<file path="src/hdl/wfba_pkg.sv">
// Package for the worst-fit block allocator: sizes, status and step codes,
// control word layout and the microcode table. No dependencies.
`timescale 1ns / 1ps

package wfba_pkg;

  localparam int NUM_BLOCKS   = 64;
  localparam int SIZE_BITS    = 16;
  localparam int IDX_BITS     = $clog2(NUM_BLOCKS);
  localparam int CNT_BITS     = $clog2(NUM_BLOCKS + 1);
  localparam int AMOUNT_BITS  = 16;
  localparam int CMP_BITS     = (SIZE_BITS > AMOUNT_BITS) ? SIZE_BITS : AMOUNT_BITS;
  localparam int BCOUNT_BITS  = 7;
  localparam int INDEX_BITS   = 6;
  localparam int REMAIN_BITS  = 16;
  localparam logic [BCOUNT_BITS-1:0] BCOUNT_RESET = 7'd64;

  typedef enum logic [1:0] {
    ST_LOADED     = 2'd0,
    ST_PLACED     = 2'd1,
    ST_NOT_PLACED = 2'd2
  } status_t;

  typedef enum logic [2:0] {
    S_FETCH  = 3'd0,
    S_DECODE = 3'd1,
    S_LOAD   = 3'd2,
    S_INIT   = 3'd3,
    S_SCAN   = 3'd4,
    S_DRAIN  = 3'd5,
    S_WB     = 3'd6,
    S_EMIT   = 3'd7
  } step_t;

  typedef enum logic [2:0] {
    C_NONE       = 3'd0,
    C_NO_ACCEPT  = 3'd1,
    C_IS_LOAD    = 3'd2,
    C_COUNT_ZERO = 3'd3,
    C_SCAN_MORE  = 3'd4,
    C_OUT_BUSY   = 3'd5
  } cond_t;

  typedef struct packed {
    step_t nxt;
    cond_t cond;
    step_t target;
    logic  take;
    logic  load_wr;
    logic  scan_init;
    logic  scan_issue;
    logic  write_back;
    logic  emit;
  } uop_t;

  typedef struct packed {
    logic no_accept;
    logic is_load;
    logic count_zero;
    logic scan_more;
    logic out_busy;
  } dp_flags_t;

  function automatic uop_t ucode_rom(step_t s);
    uop_t u;
    u = '{nxt: S_FETCH, cond: C_NONE, target: S_FETCH, take: 1'b0, load_wr: 1'b0,
          scan_init: 1'b0, scan_issue: 1'b0, write_back: 1'b0, emit: 1'b0};
    case (s)
      S_FETCH: begin
        u.take = 1'b1; u.cond = C_NO_ACCEPT; u.target = S_FETCH; u.nxt = S_DECODE;
      end
      S_DECODE: begin
        u.cond = C_IS_LOAD; u.target = S_LOAD; u.nxt = S_INIT;
      end
      S_LOAD: begin
        u.load_wr = 1'b1; u.nxt = S_EMIT;
      end
      S_INIT: begin
        u.scan_init = 1'b1; u.cond = C_COUNT_ZERO; u.target = S_EMIT; u.nxt = S_SCAN;
      end
      S_SCAN: begin
        u.scan_issue = 1'b1; u.cond = C_SCAN_MORE; u.target = S_SCAN; u.nxt = S_DRAIN;
      end
      S_DRAIN: begin
        u.nxt = S_WB;
      end
      S_WB: begin
        u.write_back = 1'b1; u.nxt = S_EMIT;
      end
      S_EMIT: begin
        u.emit = 1'b1; u.cond = C_OUT_BUSY; u.target = S_EMIT; u.nxt = S_FETCH;
      end
      default: begin
        u.nxt = S_FETCH;
      end
    endcase
    return u;
  endfunction

endpackage

</file>
<file path="src/hdl/worst_fit_block_allocator.sv">
// Worst-fit block allocator, top level: microcode sequencer plus datapath.
// Depends on wfba_pkg, wfba_seq, wfba_dp.
//
// Input channel (in_valid / in_stall) carries one item per transfer:
// command 0 loads amount into table entry load_index, command 1 asks for
// amount units from the largest free entry among the first block_count.
// Output channel (out_valid / out_stall) returns one result per item:
// status, chosen_block, remaining_size and batch_done (echo of last_request).
// block_count is written through cfg_wr_en / cfg_wr_data; the user must
// write it only while idle, the block does not enforce it. A load steps
// through decode, load and emit; an allocate through decode, init, one
// scan step per entry (one read each on the single RAM read port), drain,
// write-back and emit, or init to emit at zero count. A new item is taken
// at fetch, in the cycle after the result is placed in the output register.
// When the receiver stalls, the result holds in the output register; a
// following item may still be taken and worked, and waits at its emit step.
// Reset (rst, synchronous) returns the sequencer to fetch, empties the output
// and sets block_count to 64; table entries are undefined until loaded.
`timescale 1ns / 1ps

module worst_fit_block_allocator (
  input  logic                             clk,
  input  logic                             rst,
  input  logic                             cfg_wr_en,
  input  logic [wfba_pkg::BCOUNT_BITS-1:0] cfg_wr_data,
  input  logic                             in_valid,
  output logic                             in_stall,
  input  logic                             command,
  input  logic [wfba_pkg::INDEX_BITS-1:0]  load_index,
  input  logic [wfba_pkg::AMOUNT_BITS-1:0] amount,
  input  logic                             last_request,
  output logic                             out_valid,
  input  logic                             out_stall,
  output logic [1:0]                       status,
  output logic [wfba_pkg::INDEX_BITS-1:0]  chosen_block,
  output logic [wfba_pkg::REMAIN_BITS-1:0] remaining_size,
  output logic                             batch_done
);

  wfba_pkg::uop_t      uop;
  wfba_pkg::dp_flags_t flags;

  assign in_stall = !uop.take;

  wfba_seq u_seq (
    .clk   (clk),
    .rst   (rst),
    .flags (flags),
    .uop   (uop)
  );

  wfba_dp u_dp (
    .clk            (clk),
    .rst            (rst),
    .uop            (uop),
    .flags          (flags),
    .cfg_wr_en      (cfg_wr_en),
    .cfg_wr_data    (cfg_wr_data),
    .in_valid       (in_valid),
    .command        (command),
    .load_index     (load_index),
    .amount         (amount),
    .last_request   (last_request),
    .out_valid      (out_valid),
    .out_stall      (out_stall),
    .status         (status),
    .chosen_block   (chosen_block),
    .remaining_size (remaining_size),
    .batch_done     (batch_done)
  );

  a_take_once: assert property (@(posedge clk) disable iff (rst)
    (in_valid && !in_stall) |=> in_stall)
    else $error("second item taken while one is in work");

  a_loaded_zero: assert property (@(posedge clk) disable iff (rst)
    (out_valid && status == wfba_pkg::ST_LOADED) |-> (chosen_block == '0 && remaining_size == '0))
    else $error("load result carries a block or size");

  a_unplaced_zero: assert property (@(posedge clk) disable iff (rst)
    (out_valid && status == wfba_pkg::ST_NOT_PLACED)
      |-> (chosen_block == '0 && remaining_size == '0))
    else $error("unplaced result carries a block or size");

endmodule

</file>
<file path="src/hdl/wfba_ram.sv">
// Generic single-write, single-read RAM with registered read data.
// No dependencies.
`timescale 1ns / 1ps

module wfba_ram #(
  parameter int WIDTH = 16,
  parameter int DEPTH = 64
) (
  input  logic                     clk,
  input  logic                     wr_en,
  input  logic [$clog2(DEPTH)-1:0] wr_addr,
  input  logic [WIDTH-1:0]         wr_data,
  input  logic                     rd_en,
  input  logic [$clog2(DEPTH)-1:0] rd_addr,
  output logic [WIDTH-1:0]         rd_data
);

  logic [WIDTH-1:0] mem [DEPTH];

  always_ff @(posedge clk) begin
    if (wr_en) begin
      mem[wr_addr] <= wr_data;
    end
    if (rd_en) begin
      rd_data <= mem[rd_addr];
    end
  end

endmodule

</file>
<file path="src/hdl/wfba_seq.sv">
// Microcode sequencer: step counter, control word fetch from the table in
// wfba_pkg and conditional jumps on datapath flags. Depends on wfba_pkg.
`timescale 1ns / 1ps

module wfba_seq (
  input  logic              clk,
  input  logic              rst,
  input  wfba_pkg::dp_flags_t flags,
  output wfba_pkg::uop_t    uop
);

  wfba_pkg::step_t step;
  wfba_pkg::step_t step_next;
  logic            jump;

  assign uop = wfba_pkg::ucode_rom(step);

  always_comb begin
    case (uop.cond)
      wfba_pkg::C_NONE:       jump = 1'b0;
      wfba_pkg::C_NO_ACCEPT:  jump = flags.no_accept;
      wfba_pkg::C_IS_LOAD:    jump = flags.is_load;
      wfba_pkg::C_COUNT_ZERO: jump = flags.count_zero;
      wfba_pkg::C_SCAN_MORE:  jump = flags.scan_more;
      wfba_pkg::C_OUT_BUSY:   jump = flags.out_busy;
      default:                jump = 1'b0;
    endcase
    step_next = jump ? uop.target : uop.nxt;
  end

  always_ff @(posedge clk) begin
    if (rst) begin
      step <= wfba_pkg::S_FETCH;
    end else begin
      step <= step_next;
    end
  end

endmodule

</file>
<file path="src/hdl/wfba_dp.sv">
// Datapath: item latch, block count register, free size table, scan with two
// comparators, write-back, output register. Depends on wfba_pkg, wfba_ram.
`timescale 1ns / 1ps

module wfba_dp (
  input  logic                                 clk,
  input  logic                                 rst,
  input  wfba_pkg::uop_t                       uop,
  output wfba_pkg::dp_flags_t                  flags,
  input  logic                                 cfg_wr_en,
  input  logic [wfba_pkg::BCOUNT_BITS-1:0]     cfg_wr_data,
  input  logic                                 in_valid,
  input  logic                                 command,
  input  logic [wfba_pkg::INDEX_BITS-1:0]      load_index,
  input  logic [wfba_pkg::AMOUNT_BITS-1:0]     amount,
  input  logic                                 last_request,
  output logic                                 out_valid,
  input  logic                                 out_stall,
  output logic [1:0]                           status,
  output logic [wfba_pkg::INDEX_BITS-1:0]      chosen_block,
  output logic [wfba_pkg::REMAIN_BITS-1:0]     remaining_size,
  output logic                                 batch_done
);

  logic [wfba_pkg::BCOUNT_BITS-1:0] block_count;
  logic [wfba_pkg::CNT_BITS-1:0]    sat_count;
  logic [wfba_pkg::CNT_BITS-1:0]    count;
  logic                             cmd;
  logic [wfba_pkg::INDEX_BITS-1:0]  idx;
  logic [wfba_pkg::AMOUNT_BITS-1:0] amt;
  logic                             last;
  logic [wfba_pkg::IDX_BITS-1:0]    scan_idx;
  logic                             pend;
  logic [wfba_pkg::IDX_BITS-1:0]    pend_idx;
  logic                             found;
  logic [wfba_pkg::IDX_BITS-1:0]    best_idx;
  logic [wfba_pkg::SIZE_BITS-1:0]   best_val;
  logic [wfba_pkg::SIZE_BITS-1:0]   rd_data;
  logic [wfba_pkg::SIZE_BITS-1:0]   left;
  logic                             idx_in_range;
  logic                             fits;
  logic                             better;
  logic                             out_busy;
  logic                             emit_fire;
  logic                             ram_wr_en;
  logic [wfba_pkg::IDX_BITS-1:0]    ram_wr_addr;
  logic [wfba_pkg::SIZE_BITS-1:0]   ram_wr_data;
  wfba_pkg::status_t                res_status;
  logic [wfba_pkg::IDX_BITS-1:0]    res_chosen;
  logic [wfba_pkg::SIZE_BITS-1:0]   res_left;

  always_comb begin
    if (32'(block_count) > wfba_pkg::NUM_BLOCKS) begin
      sat_count = wfba_pkg::CNT_BITS'(wfba_pkg::NUM_BLOCKS);
    end else begin
      sat_count = wfba_pkg::CNT_BITS'(block_count);
    end
  end

  assign idx_in_range = 32'(idx) < wfba_pkg::NUM_BLOCKS;
  assign fits   = wfba_pkg::CMP_BITS'(rd_data) >= wfba_pkg::CMP_BITS'(amt);
  assign better = !found || (best_val < rd_data);
  assign left   = wfba_pkg::SIZE_BITS'(wfba_pkg::CMP_BITS'(best_val)
                                       - wfba_pkg::CMP_BITS'(amt));
  assign out_busy  = out_valid && out_stall;
  assign emit_fire = uop.emit && !out_busy;

  assign flags.no_accept  = !in_valid;
  assign flags.is_load    = !cmd;
  assign flags.count_zero = sat_count == '0;
  assign flags.scan_more  = wfba_pkg::CNT_BITS'(wfba_pkg::CNT_BITS'(scan_idx)
                                                + wfba_pkg::CNT_BITS'(1)) != count;
  assign flags.out_busy   = out_busy;

  always_comb begin
    ram_wr_en   = 1'b0;
    ram_wr_addr = wfba_pkg::IDX_BITS'(idx);
    ram_wr_data = wfba_pkg::SIZE_BITS'(amt);
    if (uop.load_wr) begin
      ram_wr_en = idx_in_range;
    end else if (uop.write_back) begin
      ram_wr_en   = found;
      ram_wr_addr = best_idx;
      ram_wr_data = left;
    end
  end

  wfba_ram #(
    .WIDTH(wfba_pkg::SIZE_BITS),
    .DEPTH(wfba_pkg::NUM_BLOCKS)
  ) u_table (
    .clk     (clk),
    .wr_en   (ram_wr_en),
    .wr_addr (ram_wr_addr),
    .wr_data (ram_wr_data),
    .rd_en   (uop.scan_issue),
    .rd_addr (scan_idx),
    .rd_data (rd_data)
  );

  always_ff @(posedge clk) begin
    if (rst) begin
      block_count <= wfba_pkg::BCOUNT_RESET;
      pend        <= 1'b0;
      found       <= 1'b0;
      out_valid   <= 1'b0;
    end else begin
      if (cfg_wr_en) begin
        block_count <= cfg_wr_data;
      end
      pend <= uop.scan_issue;
      if (uop.scan_init) begin
        found <= 1'b0;
      end else if (pend && fits && better) begin
        found <= 1'b1;
      end
      if (emit_fire) begin
        out_valid <= 1'b1;
      end else if (out_valid && !out_stall) begin
        out_valid <= 1'b0;
      end
    end
  end

  always_ff @(posedge clk) begin
    if (uop.take && in_valid) begin
      cmd  <= command;
      idx  <= load_index;
      amt  <= amount;
      last <= last_request;
    end
    if (uop.scan_init) begin
      count    <= sat_count;
      scan_idx <= '0;
    end else if (uop.scan_issue) begin
      scan_idx <= scan_idx + 1'b1;
    end
    pend_idx <= scan_idx;
    if (pend && fits && better) begin
      best_idx <= pend_idx;
      best_val <= rd_data;
    end
    if (uop.load_wr) begin
      res_status <= wfba_pkg::ST_LOADED;
      res_chosen <= '0;
      res_left   <= '0;
    end else if (uop.scan_init) begin
      res_status <= wfba_pkg::ST_NOT_PLACED;
      res_chosen <= '0;
      res_left   <= '0;
    end else if (uop.write_back && found) begin
      res_status <= wfba_pkg::ST_PLACED;
      res_chosen <= best_idx;
      res_left   <= left;
    end
    if (emit_fire) begin
      status         <= res_status;
      chosen_block   <= wfba_pkg::INDEX_BITS'(res_chosen);
      remaining_size <= wfba_pkg::REMAIN_BITS'(res_left);
      batch_done     <= last;
    end
  end

  a_found_needs_fit: assert property (@(posedge clk) disable iff (rst)
    (pend && fits && better) |=> found)
    else $error("best entry not marked found");

  a_scan_pend: assert property (@(posedge clk) disable iff (rst)
    uop.scan_issue |=> pend)
    else $error("table read not followed by compare");

  a_emit_free: assert property (@(posedge clk) disable iff (rst)
    emit_fire |=> out_valid)
    else $error("result lost at output register");

endmodule
</file>
<file path="config.mk">
export PLATFORM = sky130hd
export DESIGN_NAME = worst_fit_block_allocator
export DESIGN_NICKNAME = d
export VERILOG_FILES = /design/src/hdl/wfba_pkg.sv /design/src/hdl/worst_fit_block_allocator.sv /design/src/hdl/wfba_ram.sv /design/src/hdl/wfba_seq.sv /design/src/hdl/wfba_dp.sv
export SDC_FILE = /design/constraint.sdc
export NUM_CORES = 1
export LEC_CHECK = 0
export ABC_CLOCK_PERIOD_IN_PS = 8700
export BUFFER_PORTS_ARGS = -buffer_cell sky130_fd_sc_hd__buf_2
export CAP_MARGIN = 5
export CORE_ASPECT_RATIO = 1.25
export CORE_MARGIN = 1
export CORE_UTILIZATION = 60
export CTS_CLUSTER_SIZE = 14
export DETAILED_ROUTE_END_ITERATION = 16
export PLACE_DENSITY_LB_ADDON = 0.2
export REMOVE_ABC_BUFFERS = 1
export SKIP_CTS_REPAIR_TIMING = 1
export SLEW_MARGIN = 20
export SYNTH_ARGS = -nofsm -noshare
export SYNTH_HDL_FRONTEND = slang
export SYNTH_SLANG_ARGS = --single-unit
</file>
<file path="constraint.sdc">
create_clock -name clk -period 8.7 [get_ports clk]
set_clock_uncertainty 0.15 [all_clocks]
set_input_delay 1.305 -clock clk [delete_from_list [all_inputs] [get_ports clk]]
set_output_delay 1.305 -clock clk [all_outputs]
set_load 0.02 [all_outputs]
</file>
; ---- Yosys cells after proc, flatten, opt, wreduce, memory -nomap -nowiden
; Memories as Yosys holds them, arrays and structs flattened. A register that Yosys moved wholly into a read port is not among the register bits.
; Cells that the tools add are included.
[totals]
register_bits = 127
latchBits = 0
ramBits = 1024
mem_bits_ro = 0
input_bits = 36
output_inout_bits = 27
word_cells = 86
memories = 1
[classes]
addsub = 3
mul = 0
div_mod_pow = 0
n_lt_le_gt_ge = 3
eq_ne = 13
n_shift = 0
n_mux = 23
n_bitwise = 0
n_reduce_logical = 21
[memory_table]
columns = name, words, width, rd, rd_clocked_by_memory_dff, wr, line
row1 = u_dp.u_table.mem, 64, 16, 1, 1, 1, wfba_ram.sv:18  ; logic [WIDTH-1:0] mem [DEPTH];
[ops]
columns = op, n
row1 = two-way mux 16 bit, 2
row2 = case mux 6 bit (5 select lines), 1
row3 = case mux 3 bit (7 select lines), 1
row4 = "equality test 3 bit, second input constant", 6
row5 = greater-or-equal comparator 16 bit, 1
row6 = < comparator 16 bit, 1
row7 = subtractor 16 bit, 1
row8 = "equality test 3 x 2 -> 1 bit, second input constant", 4
row9 = two-way mux 1 bit, 12
row10 = two-way mux 6 bit, 2
row11 = "adder 6 x 1 -> 7 bit, second input constant", 1
row12 = "greater-than comparator 7 bit, second input constant", 1
row13 = logical AND 1 bit, 7
row14 = logical NOT 7 bit, 1
row15 = two-way mux 7 bit, 1
row16 = != test 7 bit, 1
row17 = "adder 6 x 1 -> 6 bit, second input constant", 1
row18 = "equality test 3 x 1 -> 1 bit, second input constant", 2
row19 = logical NOT 1 bit, 6
row20 = OR reduction 2 bit, 3
row21 = case mux 1 bit (5 select lines), 1
row22 = two-way mux 2 bit, 2
row23 = nonzero test 2 bit, 2
row24 = logical NOT 3 bit, 1
row25 = other kinds (2), 2

; ---- Logic depth before layout (Yosys ltp)
[depth]
word_depth = 6
ltp_mapped = 13
ltp_nobuf = 13

; ---- Modules after synthesis
; From an unflattened synthesis, not the netlist that was laid out.
[unflattened]
hier_cells = 2407
hier_area_um2 = 46412.0
[by_module_without_submodules]
columns = mod, n_inst, cells_each, area_each_um2, seq_area_each_um2
row1 = wfba_ram, 1, 1829, 40202.3, 31230.0
row2 = wfba_dp, 1, 524, 5856.9, 3263.1
row3 = wfba_seq, 1, 53, 349.1, 60.1
row4 = worst_fit_block_allocator, 1, 1, 3.8, 0.0

; ---- Least setup slack after synthesis
; Ideal clock, no wire load.
[synth_timing]
path_kind = reg2reg
startpoint = register u_dp.amt[1] in the netlist's numbering
endpoint = memory u_dp.u_table.mem[0][13] (data pin)
setup_time_ns = 0.702
arrival_time_ns = 4.763
required_time_ns = 7.848
setup_slack_ns = 3.085
stages_incl_launch_ff = 10
path_buffers = 0
synth_period_minus_slack_ns = 5.615
cell_sequence = edfxtp_1 inv_1 ha_1 nor2b_1 o31a_1 o41ai_1 o21ai_0 a311oi_1 xor2_1 o21ai_0
[synth_between]
elab_chain_cells = 3
[synth_lines]
columns = element, line
row1 = start: declaration, wfba_dp.sv:30  ; logic [wfba_pkg::AMOUNT_BITS-1:0] amt;
row2 = start signal: assignment, wfba_dp.sv:129  ; amt <= amount;
row3 = subtractor 16 bit, wfba_dp.sv:64  ; - wfba_pkg::CMP_BITS'(amt));
row4 = two-way mux 16 bit, wfba_dp.sv:81  ; end else if (uop.write_back) begin
row5 = two-way mux 16 bit, wfba_dp.sv:79  ; if (uop.load_wr) begin
row6 = "named net u_dp.ram_wr_data, one bit", wfba_dp.sv:47  ; logic [wfba_pkg::SIZE_BITS-1:0] ram_wr_data;
row7 = end: declaration, wfba_ram.sv:18
; The timed path passes the listed nets, and every way through them passes these cells.

==> results.ini <==
[outcome]
run_status=completed

[detailed_routing]
drc=0
route.final.wire_length_mm=103
drtIter0Drc=2623
dr_total_vias=22100
first_pass_iters=5
routed_via_density=6.56
route.detailed.wl_per_inst_um=30.7
number_of_nets_with_antenna_violations_after_routing=0

[sta]
worst_pin_slew_ns=1.16
max_freq_mhz=259
hold_violations=0
timing.max_slew.rel_slack_pct=22.7
layout_setup_ws_ns=4.84
hold_slack_ns=0.254
rsz0062_at_grt=no
layout_min_cycle_time_ns=3.86
finalCritPeriodShare_pct=44.4
timing.final.max_slew_violations=0
final-setup-viol-count=0

[logic_synthesis]
postSynthAreaPerCell_um2=21.3
synth_edf_count=1118
synthDominantAreaCellType=edfxtp_1
synthesis.yosys.warnings=0
synth.cell_area_um2=45800
yosysSeqAreaShare_pct=75.4
share_of_synthesized_flip_flops_with_an_asynchronous_set_or_reset_pct=0
ys_types=53
post-synth-top-area-fraction_pct=73.2
synthCells=2151
synth-seq-cells=1167
post_synth_main_area_contributors=edfxtp_1 (73%), mux4_2 (16%), dfxtp_1 (2.1%)
synth_ff_type=edfxtp_1

[final_layout]
drive_above_1_share_pct=27.4
finalNetCount=2410
area_overhead_vs_synth_pct=11.3
instances_no_fill=3368

[pwr]
power.total_w=0.0149
power_leakage_nw=16.2
ir_drop_worst_vdd_v=0.000285
power.density_cell_area_nw_per_um2=292

[clock_network]
insertion_delay_ns=0.69
tritoncts_clock_tree=built
cts-htree-levels=3
cts.root.buffer_cell=clkbuf_16
clock_transition_at_the_registers_of_the_reported_paths_ns=0.06
cts.sink_count=1167
clock_path_buffers=3
tritoncts.num_buffers=104

[placed_design]
place_congestion=0.866
dp.cells=3182
port_buffers=62
detailed_place_hpwl_mm=58.7
pre_cts_ws_ns=4.72

[hold_path]
holdCritPathClass=reg2reg

[grt]
grt_antenna_before_repair=0
grt_pass1_vias=22500
grt_remaining_overflow=0
grt_pass1_wl_mm=151
grt.total_usage_pct=27.4
grt_start_max_net_pins=156

[die]
initial_utilization_pct=61.0
design.portCount=63
std_cell_rows=112
die_width_um=249
design.die.area_um2=77500
die_h_um=311
core_um2=75100

[critical_path]
timing.critical_path.arrival_ns=4.11
timing.critical_path.required_ns=8.94
crit_type=reg2reg
critical_path_maximum_fanout=38
critical_path.startpoint_type=flip-flop
crit_path_end_kind=flip-flop

[job]
timing.max_cap.violations=0

where the power goes:
part           internal [W]  total, W  switching [W]
Clock               0.00247   0.00442        0.00194
Combinational       0.00162   0.00365        0.00202
Sequential          0.00663   0.00684       0.000210
Total                0.0107    0.0149        0.00418
layout by cell type, fill, tap and decap left out, types with 7 or more instances in the layout:
master     netlist  layout
mux2i_1         20      20
nor2_1         105     105
clkbuf_16        0     106
nor2b_1         18      18
clkinv_2         0      10
a21oi_1         38      37
buf_4            3      95
mux2_2          18      16
bufinv_16        0       7
xor2_1           9       9
mux4_2         328     328
dfxtp_1         49      44
o21ai_4          0       7
nand2_1         83      82
o21ai_0         44      37
nand3_1         11      11
edfxtp_1      1118    1118
nand2b_1        12      12
inv_1           42      42
buf_2           28      62
xnor2_1         15      14
a21o_1           9       9
clkinv_1         1      24
o21a_1           8       8
ha_1            54      54
clkbuf_1        51      28
critical path: stages (launching register included):
cell and delay [ns]:
dfxtp_4 0.79, buf_4 0.73, mux4_2 0.61, mux4_2 0.52, mux2i_1 0.56, o21ai_0 0.16
final cells by class:
cell class / instances / area (um2)
clock buffers: 139 / 2830
flip-flops and latches: 1167 / 34600
well taps: 969 / 1210
multi-input cells: 844 / 10800
diodes: 1 / 2.50
fillers: 4605 / 24100
repair buffers: 159 / 1060
clock inverters: 46 / 402
inverters: 43 / 163
cell families (layout without fill, tap and decap cells):
group | Yosys count | count (layout) | synth area share, %
xor gates and xnor gates | 24 | 24 | 0.459
AOI/OAI and AO/OA | 140 | 140 | 1.88
other | 0 | 1 | 0
adders and majority gates | 55 | 55 | 1.52
and+or+nand+nor | 259 | 259 | 2.49
DFF | 1167 | 1167 | 75.4
buffers and inverters | 140 | 387 | 1.28
muxes | 366 | 366 | 17.0
sequential cells by signal (all words and copies together), names as in the netlist, 3 cells and up:
register,count
u_dp.remaining_size,16
u_dp.count,7
u_dp.idx,6
u_dp.block_count,7
u_dp.u_table.mem,1024
u_dp.scan_idx,6
u_dp.best_idx,6
u_dp.chosen_block,6
u_seq.step,3
u_dp.u_table.rd_data,16
u_dp.res_left,16
u_dp.pend_idx,6
u_dp.best_val,16
u_dp.res_chosen,6
u_dp.amt,16
path summary, 6_finish.rpt:
check	startpoint	to	slack (ns)	cells past startpoint
setup reg to reg	u_dp.scan_idx[0]	u_dp.u_table.rd_data[15]	4.84	5
setup / recovery	u_dp.scan_idx[0]	u_dp.u_table.rd_data[15]	4.84	5
hold reg to reg	u_dp.pend_idx[3]	u_dp.best_idx[3]	0.25	0
hold / removal	u_dp.pend_idx[3]	u_dp.best_idx[3]	0.25	0
per-layer routing:
layer	vias up	GRT usage (%)	share of wire (%)
li1	9208	-	-
met1	11700	36.9	38
met2	1040	45.2	51
met3	186	4.43	7.7
met4	0	11.1	3.6
met5	-	0	0
synth_stat cells, drive strengths merged, types with 4 or more instances:
master  instances
nand2b         12
o31ai           6
xnor2          15
a211oi          6
buf            46
nand3          11
nor3            4
ha             54
mux4          328
clkbuf         51
nand2          83
inv            42
nand3b          4
edfxtp       1118
o211ai          4
mux2i          20
mux2           18
o21ai          44
nand4           5
and3            4
o21a            8
nor2b          18
a21o            9
or3             4
xor2            9
a21oi          38
dfxtp          49
nor2          105
stage by stage:
stage,utilization (%),TNS (ns),cell area (um2)
2_1_floorplan,-,-93.81,45400
3_3_place_gp,63.6,0,47800
3_5_place_dp,63.6,0,47800
4_1_cts,67.9,0,51000
5_1_grt,67.9,0,51000
6_report,68.0,0,51000
No activity file was read; power rests on OpenSTA's default activity.
